`src/hdl/ilsd_pkg.sv`:
```
// shared types, constants and rounding helper for the line skew / deskew block
// no dependencies
package ilsd_pkg;

  localparam int PIXEL_BITS_DEF = 16;
  localparam int PIX_PORT_W     = 16;
  localparam int ACC_W          = 40;
  localparam int CFG_IDX_W      = 3;
  localparam int CFG_DATA_W     = 24;

  // configuration register indexes
  localparam logic [CFG_IDX_W-1:0] REG_FORWARD_MODE   = 3'd0;
  localparam logic [CFG_IDX_W-1:0] REG_ANGLE_NEGATIVE = 3'd1;
  localparam logic [CFG_IDX_W-1:0] REG_SLOPE_Q16      = 3'd2;
  localparam logic [CFG_IDX_W-1:0] REG_LINE_COUNT     = 3'd3;
  localparam logic [CFG_IDX_W-1:0] REG_SAMPLES_IN     = 3'd4;
  localparam logic [CFG_IDX_W-1:0] REG_BAND_COUNT     = 3'd5;

  localparam logic [ACC_W-1:0] ACC_MAX  = {ACC_W{1'b1}};
  localparam logic [ACC_W:0]   HALF_Q16 = 41'h8000;

  typedef struct packed {
    logic        forward_mode;
    logic        angle_negative;
    logic [23:0] slope_q16;
    logic [15:0] line_count;
    logic [15:0] samples_in;
    logic [7:0]  band_count;
  } ilsd_cfg_t;

  localparam ilsd_cfg_t CFG_RESET = '{
    forward_mode:   1'b1,
    angle_negative: 1'b0,
    slope_q16:      24'd0,
    line_count:     16'd1,
    samples_in:     16'd1,
    band_count:     8'd1
  };

  // stream position of one item, handed from the front stage to the shear stage
  typedef struct packed {
    logic             frame_start;
    logic             first_px;
    logic             last_band;
    logic             last_samp;
    logic             last_line;
    logic [15:0]      sample_idx;
    logic [ACC_W-1:0] prod;
  } ilsd_pos_t;

  // round half up from Q.16 to whole samples, saturating at 16 bits
  function automatic logic [15:0] round_q16(input logic [ACC_W-1:0] v);
    logic [ACC_W:0]    t;
    logic [ACC_W-16:0] r;
    t = {1'b0, v} + HALF_Q16;
    r = t[ACC_W:16];
    round_q16 = (|r[ACC_W-16:16]) ? 16'hFFFF : r[15:0];
  endfunction

endpackage

```
`src/hdl/ilsd_front.sv`:
```
// input stage: item register, line/sample/band counters, frame-start product
// depends on ilsd_pkg
module ilsd_front import ilsd_pkg::*; #(
  parameter int PIX_W = PIXEL_BITS_DEF
) (
  input  logic                  clk,
  input  logic                  rst_n,
  input  logic                  in_valid,
  output logic                  in_stall,
  input  logic [PIX_PORT_W-1:0] pixel_in,
  input  ilsd_cfg_t             cfg,
  input  logic                  s2_ready,
  output logic                  s1_valid,
  output ilsd_pos_t             s1_pos,
  output logic [PIX_W-1:0]      s1_pix
);

  logic             s1_valid_r, s1_valid_nxt;
  ilsd_pos_t        s1_pos_r;
  logic [PIX_W-1:0] s1_pix_r;
  logic [15:0]      line_idx_r, line_idx_nxt;
  logic [15:0]      samp_idx_r, samp_idx_nxt;
  logic [7:0]       band_idx_r, band_idx_nxt;

  logic             in_acc, s1_go;
  logic             last_band, last_samp, last_line, frame_start;
  logic [15:0]      lc_m1;
  logic [ACC_W-1:0] prod_w;

  assign s1_go    = s1_valid_r && s2_ready;
  assign in_stall = s1_valid_r && !s2_ready;
  assign in_acc   = in_valid && !in_stall;

  assign last_band   = ({1'b0, band_idx_r} + 9'd1) >= {1'b0, cfg.band_count};
  assign last_samp   = ({1'b0, samp_idx_r} + 17'd1) >= {1'b0, cfg.samples_in};
  assign last_line   = ({1'b0, line_idx_r} + 17'd1) >= {1'b0, cfg.line_count};
  assign frame_start = (line_idx_r == 16'd0) && (samp_idx_r == 16'd0) && (band_idx_r == 8'd0);

  // a line count of zero acts as one
  assign lc_m1  = (cfg.line_count == 16'd0) ? 16'd0 : cfg.line_count - 16'd1;
  assign prod_w = {24'd0, lc_m1} * {16'd0, cfg.slope_q16};

  always_comb begin
    band_idx_nxt = band_idx_r;
    samp_idx_nxt = samp_idx_r;
    line_idx_nxt = line_idx_r;
    if (in_acc) begin
      if (!last_band) begin
        band_idx_nxt = band_idx_r + 8'd1;
      end else begin
        band_idx_nxt = 8'd0;
        if (!last_samp) begin
          samp_idx_nxt = samp_idx_r + 16'd1;
        end else begin
          samp_idx_nxt = 16'd0;
          line_idx_nxt = last_line ? 16'd0 : line_idx_r + 16'd1;
        end
      end
    end
  end

  always_comb begin
    if (in_acc) begin
      s1_valid_nxt = 1'b1;
    end else if (s1_go) begin
      s1_valid_nxt = 1'b0;
    end else begin
      s1_valid_nxt = s1_valid_r;
    end
  end

  always_ff @(posedge clk) begin
    if (!rst_n) begin
      s1_valid_r <= 1'b0;
      line_idx_r <= 16'd0;
      samp_idx_r <= 16'd0;
      band_idx_r <= 8'd0;
    end else begin
      s1_valid_r <= s1_valid_nxt;
      line_idx_r <= line_idx_nxt;
      samp_idx_r <= samp_idx_nxt;
      band_idx_r <= band_idx_nxt;
    end
  end

  always_ff @(posedge clk) begin
    if (in_acc) begin
      s1_pix_r             <= pixel_in[PIX_W-1:0];
      s1_pos_r.frame_start <= frame_start;
      s1_pos_r.first_px    <= (samp_idx_r == 16'd0) && (band_idx_r == 8'd0);
      s1_pos_r.last_band   <= last_band;
      s1_pos_r.last_samp   <= last_samp;
      s1_pos_r.last_line   <= last_line;
      s1_pos_r.sample_idx  <= samp_idx_r;
      s1_pos_r.prod        <= prod_w;
    end
  end

  assign s1_valid = s1_valid_r;
  assign s1_pos   = s1_pos_r;
  assign s1_pix   = s1_pix_r;

endmodule

```
`src/hdl/ilsd_shear.sv`:
```
// shear stage: offset accumulator, padding counts or sample window, result register
// depends on ilsd_pkg
module ilsd_shear import ilsd_pkg::*; #(
  parameter int PIX_W = PIXEL_BITS_DEF
) (
  input  logic                  clk,
  input  logic                  rst_n,
  input  ilsd_cfg_t             cfg,
  input  logic                  s1_valid,
  input  ilsd_pos_t             s1_pos,
  input  logic [PIX_W-1:0]      s1_pix,
  output logic                  s2_ready,
  output logic                  out_valid,
  input  logic                  out_stall,
  output logic [PIX_PORT_W-1:0] pixel_out,
  output logic [15:0]           zeros_before,
  output logic [15:0]           zeros_after,
  output logic                  end_of_line,
  output logic                  end_of_frame
);

  logic                  out_valid_r;
  logic [PIX_PORT_W-1:0] pixel_r;
  logic [15:0]           zb_r, za_r;
  logic                  eol_r, eof_r;
  logic [ACC_W-1:0]      acc_r, acc_nxt;
  logic [15:0]           ms_r, ms_nxt;

  logic             out_adv, go, emit, eol, line_end;
  logic [ACC_W-1:0] acc_item, acc_inc, acc_dec;
  logic [ACC_W:0]   acc_plus;
  logic [15:0]      ms_item, off_raw, offset, zb, za;
  logic [16:0]      width17, end17, samp17;
  logic             wide_ok, keep, eol_inv;

  assign out_adv  = !out_valid_r || !out_stall;
  assign s2_ready = out_adv;
  assign go       = s1_valid && out_adv;

  // frame start reloads the maximum shift and the accumulator
  assign ms_item  = s1_pos.frame_start ? round_q16(s1_pos.prod) : ms_r;
  assign acc_item = s1_pos.frame_start ?
                    (cfg.angle_negative ? '0 : s1_pos.prod) : acc_r;
  assign off_raw  = round_q16(acc_item);
  assign offset   = (off_raw > ms_item) ? ms_item : off_raw;

  assign line_end = s1_pos.last_band && s1_pos.last_samp;

  // inverse window: samples offset .. offset+width-1
  assign samp17  = {1'b0, s1_pos.sample_idx};
  assign wide_ok = cfg.samples_in > ms_item;
  assign width17 = {1'b0, cfg.samples_in} - {1'b0, ms_item};
  assign end17   = {1'b0, offset} + width17;
  assign keep    = wide_ok && (samp17 >= {1'b0, offset}) && (samp17 < end17);
  assign eol_inv = (samp17 == end17 - 17'd1) && s1_pos.last_band;

  assign emit = cfg.forward_mode || keep;
  assign eol  = cfg.forward_mode ? line_end : eol_inv;
  assign zb   = (cfg.forward_mode && s1_pos.first_px) ? offset : 16'd0;
  assign za   = (cfg.forward_mode && line_end) ? (ms_item - offset) : 16'd0;

  // saturating step of the accumulator at each line end but the last line's
  assign acc_plus = {1'b0, acc_item} + {17'd0, cfg.slope_q16};
  assign acc_inc  = acc_plus[ACC_W] ? ACC_MAX : acc_plus[ACC_W-1:0];
  assign acc_dec  = (acc_item >= {16'd0, cfg.slope_q16}) ?
                    acc_item - {16'd0, cfg.slope_q16} : '0;

  always_comb begin
    acc_nxt = acc_r;
    ms_nxt  = ms_r;
    if (go) begin
      ms_nxt = ms_item;
      if (line_end && !s1_pos.last_line) begin
        acc_nxt = cfg.angle_negative ? acc_inc : acc_dec;
      end else begin
        acc_nxt = acc_item;
      end
    end
  end

  always_ff @(posedge clk) begin
    if (!rst_n) begin
      out_valid_r <= 1'b0;
      acc_r       <= '0;
      ms_r        <= 16'd0;
    end else begin
      acc_r <= acc_nxt;
      ms_r  <= ms_nxt;
      if (out_adv) begin
        out_valid_r <= go && emit;
      end
    end
  end

  always_ff @(posedge clk) begin
    if (go && emit) begin
      pixel_r <= PIX_PORT_W'(s1_pix);
      zb_r    <= zb;
      za_r    <= za;
      eol_r   <= eol;
      eof_r   <= eol && s1_pos.last_line;
    end
  end

  assign out_valid    = out_valid_r;
  assign pixel_out    = pixel_r;
  assign zeros_before = zb_r;
  assign zeros_after  = za_r;
  assign end_of_line  = eol_r;
  assign end_of_frame = eof_r;

endmodule

```
`src/hdl/image_line_skew_deskew.sv`:
```
// top level of the horizontal image shear (line skew / deskew) block
// depends on ilsd_pkg, ilsd_front and ilsd_shear
//
// Takes one band-interleaved pixel per cycle while in_stall is low and gives
// at most one result per pixel. The result passes through the input register
// and then the result register before it reaches the result ports. With
// out_stall low the block sustains one item per cycle. The rate is set by the
// two-stage pipeline: an input register (counters and the 16x24 frame-start
// product) and a result register (offset rounding, clamping and padding or
// window logic). The running offset accumulator lives in the second stage and
// steps once per line, so back-to-back items see it without a bubble. in_stall
// rises only when both stages hold an item and the result is stalled. Forward
// mode passes every pixel and reports the left and right zero padding, in
// samples, on the first and last pixel of each line; inverse mode keeps the
// window of samples_in minus the frame's maximum shift samples, starting at
// the line's offset, and drops the rest. The user must write registers through
// the cfg port (always ready) only while the stream is idle; the block itself
// does not enforce it. There is no clearing pass after reset.
module image_line_skew_deskew import ilsd_pkg::*; #(
  parameter int PIXEL_BITS = PIXEL_BITS_DEF
) (
  input  logic                  clk,
  input  logic                  rst_n,
  // pixel input channel
  input  logic                  in_valid,
  output logic                  in_stall,
  input  logic [PIX_PORT_W-1:0] pixel_in,
  // result channel
  output logic                  out_valid,
  input  logic                  out_stall,
  output logic [PIX_PORT_W-1:0] pixel_out,
  output logic [15:0]           zeros_before,
  output logic [15:0]           zeros_after,
  output logic                  end_of_line,
  output logic                  end_of_frame,
  // register write port
  input  logic                  cfg_valid,
  output logic                  cfg_ready,
  input  logic [CFG_IDX_W-1:0]  cfg_index,
  input  logic [CFG_DATA_W-1:0] cfg_data
);

  // pixels are kept only as wide as the port or PIXEL_BITS, whichever is less
  localparam int PIX_W = (PIXEL_BITS < PIX_PORT_W) ? PIXEL_BITS : PIX_PORT_W;

  ilsd_cfg_t        cfg_r, cfg_nxt;
  logic             s1_valid, s2_ready;
  ilsd_pos_t        s1_pos;
  logic [PIX_W-1:0] s1_pix;

  // register port never back-pressures
  assign cfg_ready = 1'b1;

  always_comb begin
    cfg_nxt = cfg_r;
    if (cfg_valid && cfg_ready) begin
      case (cfg_index)
        REG_FORWARD_MODE:   cfg_nxt.forward_mode   = cfg_data[0];
        REG_ANGLE_NEGATIVE: cfg_nxt.angle_negative = cfg_data[0];
        REG_SLOPE_Q16:      cfg_nxt.slope_q16      = cfg_data[23:0];
        REG_LINE_COUNT:     cfg_nxt.line_count     = cfg_data[15:0];
        REG_SAMPLES_IN:     cfg_nxt.samples_in     = cfg_data[15:0];
        REG_BAND_COUNT:     cfg_nxt.band_count     = cfg_data[7:0];
        default:            cfg_nxt = cfg_r;  // unused index, write ignored
      endcase
    end
  end

  always_ff @(posedge clk) begin
    if (!rst_n) begin
      cfg_r <= CFG_RESET;
    end else begin
      cfg_r <= cfg_nxt;
    end
  end

  // stage one: counters, frame-start product, item register
  ilsd_front #(
    .PIX_W (PIX_W)
  ) u_front (
    .clk      (clk),
    .rst_n    (rst_n),
    .in_valid (in_valid),
    .in_stall (in_stall),
    .pixel_in (pixel_in),
    .cfg      (cfg_r),
    .s2_ready (s2_ready),
    .s1_valid (s1_valid),
    .s1_pos   (s1_pos),
    .s1_pix   (s1_pix)
  );

  // stage two: offset and padding, result register
  ilsd_shear #(
    .PIX_W (PIX_W)
  ) u_shear (
    .clk          (clk),
    .rst_n        (rst_n),
    .cfg          (cfg_r),
    .s1_valid     (s1_valid),
    .s1_pos       (s1_pos),
    .s1_pix       (s1_pix),
    .s2_ready     (s2_ready),
    .out_valid    (out_valid),
    .out_stall    (out_stall),
    .pixel_out    (pixel_out),
    .zeros_before (zeros_before),
    .zeros_after  (zeros_after),
    .end_of_line  (end_of_line),
    .end_of_frame (end_of_frame)
  );

endmodule

```
`config.mk`:
```
export PLATFORM = sky130hd
export DESIGN_NAME = image_line_skew_deskew
export DESIGN_NICKNAME = d
export VERILOG_FILES = /design/src/hdl/ilsd_pkg.sv /design/src/hdl/ilsd_front.sv /design/src/hdl/ilsd_shear.sv /design/src/hdl/image_line_skew_deskew.sv
export SDC_FILE = /design/constraint.sdc
export NUM_CORES = 2
export LEC_CHECK = 0
export BUFFER_PORTS_ARGS = -buffer_cell sky130_fd_sc_hd__clkbuf_2
export CAP_MARGIN = 20
export CORE_MARGIN = 8
export CORE_UTILIZATION = 49
export CTS_BUF_LIST = sky130_fd_sc_hd__clkbuf_8
export DETAILED_ROUTE_END_ITERATION = 8
export PLACE_DENSITY_LB_ADDON = 0.15
export SYNTH_ARGS = -nofsm -noshare
export SYNTH_HDL_FRONTEND = slang
export SYNTH_SLANG_ARGS = --single-unit
```
`constraint.sdc`:
```
create_clock -name clk -period 30.4 [get_ports clk]
set_input_delay 1.52 -clock clk [delete_from_list [all_inputs] [get_ports clk]]
set_output_delay 1.52 -clock clk [all_outputs]
set_load 0.005 [all_outputs]
```
==> impl_metrics.env <==
export IMPL_seq_area_um2=7098
export IMPL_powerDensity_nw_per_um2=45.47
export IMPL_first_iter_violations=2355
export IMPL_yosysUniqueCellTypes=117
export IMPL_initial_core_util_pct=49.64
export IMPL_min_path_cells=0
export IMPL_io_pins=101
export IMPL_total_power_w=0.001698
export IMPL_vias=29650
export IMPL_synth_cells=4065
export IMPL_stdcell_area_um2=37340
export IMPL_slowest_delay_ns=0.65
export IMPL_ff2ff_path_depth=43
export IMPL_hold_path_class="flip-flop to flip-flop"
export IMPL_setup_viol=0
export IMPL_drc_errors=0
export IMPL_cts_buffers=54
export IMPL_crit_type="flip-flop to flip-flop"
export IMPL_timing_fmax_ghz=0.08439
export IMPL_r2r_slack_ns=18.55
export IMPL_cts_max_path_buffers=3
export IMPL_synthFlopType="dfxtp_1"
export IMPL_peakVddDrop_mv=0.03900
export IMPL_ctsHoldBuffers=0
export IMPL_core_area_um2=70150
export IMPL_clock_latency_ns=0.70
export IMPL_cp_slowest_cell="buf_4"
export IMPL_dp_hpwl_um=83530
export IMPL_gp_congestion=0.9655
export IMPL_grt_start_max_net_pins=109
export IMPL_cts_sinks=291
export IMPL_rsz0062_at_grt="false"
export IMPL_syn_area_per_cell_um2=8.566
export IMPL_cts_tree="built"
export IMPL_detail_route_first_pass_iterations=5
export IMPL_fin_skew_ns=0.04997
export IMPL_start_kind="flip-flop"
export IMPL_worst_hold_slack_ns=0.4136
export IMPL_stdcell_count=5059
export IMPL_die_w_um=282.6
export IMPL_cp_arrival_ns=12.14
export IMPL_antenna_left=0
export IMPL_nFillCells=6871
export IMPL_place_area_um2=36150
export IMPL_multi_input_area_um2=25110
export IMPL_cts_resized=0
export IMPL_ys_seq_elements=291
export IMPL_rows=97
export IMPL_die_area_um2=79850
export IMPL_power_leakage_nw=16.47
export IMPL_via_per_inst=5.861
export IMPL_period_share_pct=38.98
export IMPL_drive_above_1_share_pct=8.161
export IMPL_synthesis_nets=4745
export IMPL_tightest_slew_ns=1.050
export IMPL_io_buffers=99
export IMPL_async_reset_ff_share_pct=0
export IMPL_yosysWarningCount=0
export IMPL_track_usage_pct=27.22
export IMPL_htreeDepth=2
export IMPL_fin_tns_setup_ns=0
export IMPL_grt_antenna_before_repair=3
export IMPL_clockRootBuffer="clkbuf_8"
export IMPL_crit_required_ns=30.69
export IMPL_place_inst=4955
export IMPL_max_cap_viol_count=0
export IMPL_wl_um=109200
export IMPL_outcome="complete, no violations"
export IMPL_cts_setup_buffers=0
export IMPL_crit_path_end_kind="flip-flop"
export IMPL_crit_top_cell="o21a_1"
export IMPL_grt_overflow_total=0
export IMPL_syn_area_um2=34820
export IMPL_grt_pass1_vias=29050
export IMPL_yosysSeqAreaShare_pct=20.38
export IMPL_fp_dieH_um=282.6
export IMPL_synth_edf_count=127
export IMPL_fin_crit_ns=11.85
export IMPL_cp_max_fo=69
export IMPL_wl_per_cell_um=21.59
export IMPL_clk_pin_slew_ns=0.06
export IMPL_final_net_count=4752
export IMPL_slew_headroom_pct=29.94
export IMPL_hold_viol_final=0
export IMPL_syn_to_final_growth_pct=7.226
export IMPL_grt_pass1_wl_um=170700
export IMPL_slew_viol_final=0
-- cell usage after synthesis (all sizes together), types with 65 or more instances --
master,instances,area [um^2]
o21ai,158,813.3
a21oi,154,789.5
fa,325,6506
dfxtp,164,3283
inv,495,1858
a21o,68,511.7
xor2,65,569.3
nand2,554,2082
xnor2,127,1112
a21boi,109,818.3
nor3,147,740.7
ha,307,3841
nor2,195,732.0
clkbuf,157,591.8
edfxtp,127,3814
nand3,95,513.0
-- worst max-delay path: cells and delay by family (launching register included) --
kind                     cells  cell delay, ns
AO/OA/AOI/OAI               22            4.57
buffers and inverters        7            2.18
adder cells (fa/ha/maj)      5            1.88
AND/OR/NAND/NOR              8            1.71
flip-flops                   1            0.64
XOR/XNOR                     1            0.38
-- flip-flops by register name (all words and copies together) (netlist names), 8 cells and up --
signal,flops
u_shear.zeros_before,16
u_shear.acc_r,40
u_front.line_idx_r,16
u_front.band_idx_r,8
u_shear.ms_r,16
cfg_r,66
u_front.s1_pos,61
u_shear.pixel_out,16
u_shear.zeros_after,16
u_front.s1_pix,16
u_front.samp_idx_r,16
-- final timing paths --
path,to,startpoint
min reg2reg,u_shear.pixel_out[10]$_DFFE_PP_,u_front.s1_pix[10]$_DFFE_PP_
max reg2reg,u_shear.zeros_after[2]$_SDFFCE_PN0P_,u_front.s1_pos[60]$_DFFE_PP_
min,u_shear.pixel_out[10]$_DFFE_PP_,u_front.s1_pix[10]$_DFFE_PP_
max,u_shear.zeros_after[2]$_SDFFCE_PN0P_,u_front.s1_pos[60]$_DFFE_PP_
-- power breakdown --
| group | switching [W] | internal, W | total (W) |
|---|---|---|---|
| combinational | 0.000512 | 0.000313 | 0.000825 |
| sequential | 0.0000178 | 0.000438 | 0.000456 |
| clock | 0.000191 | 0.000225 | 0.000417 |
-- metrics by stage --
| step | util (%) | setup slack, ns |
|---|---|---|
| floorplan | - | 18.53 |
| global placement | 51.53 | 18.70 |
| detailed placement | 51.53 | 18.43 |
| CTS | 53.19 | 18.39 |
| global route | 53.23 | 17.73 |
| finish | 53.23 | 18.55 |
-- layout make-up --
| cell class | instances | share of cell area [%] |
|---|---|---|
| multi-input cells | 3074 | 67.24 |
| flip-flops and latches | 291 | 19.01 |
| inverters | 498 | 5.013 |
| well taps | 940 | 3.150 |
| repair buffers | 153 | 2.453 |
| clock buffers | 59 | 2.175 |
| clock inverters | 42 | 0.9416 |
| diodes | 2 | 0.01340 |
-- routing by layer --
layer  up-vias  GRT usage (%)  part of all wire (%)
met4         0          9.115                   3.7
met1     14560          38.06                    45
met2       989          43.33                    45
met5         -              0                     0
li1      13910              -                     -
met3       192          3.662                   6.4
-- cells by family (layout without fill, tap and decap cells) --
group / count (synthesis) / count (layout) / share of synthesized area, %
and+or+nand+nor: 1385 / 1385 / 19.64
AOI/OAI and AO/OA: 852 / 852 / 17.24
buffers and inverters: 700 / 752 / 7.822
adders and majority gates: 632 / 632 / 29.72
DFF: 291 / 291 / 20.38
xor gates and xnor gates: 192 / 192 / 4.829
muxes: 12 / 12 / 0.3629
other: 1 / 3 / 0.01077
-- cell usage in the layout, fill, tap and decap left out, types with 19 or more instances in the layout --
cell type  count
a211oi_1      25
o211ai_1      23
nor2_1       193
nand4b_1      23
and3_1        41
nor2b_1       57
o21bai_1      34
o21ai_0      134
a21oi_1      149
fa_1         325
clkbuf_2      98
clkbuf_8      59
a22o_1        23
nand3b_1      32
nor3_1       145
or3_1         23
xor2_1        65
inv_1        500
ha_1         307
nand4_1       38
a31oi_1       29
nand2_1      552
o21ai_1       19
nor4_1        25
buf_4         54
a21o_1        67
and2_1        56
edfxtp_1     127
o21a_1        36
dfxtp_1      163
a21boi_0      98
nand2b_1      37
nand3_1       89
a22oi_1       26
xnor2_1      125
Power figures use the tool's default switching activity.
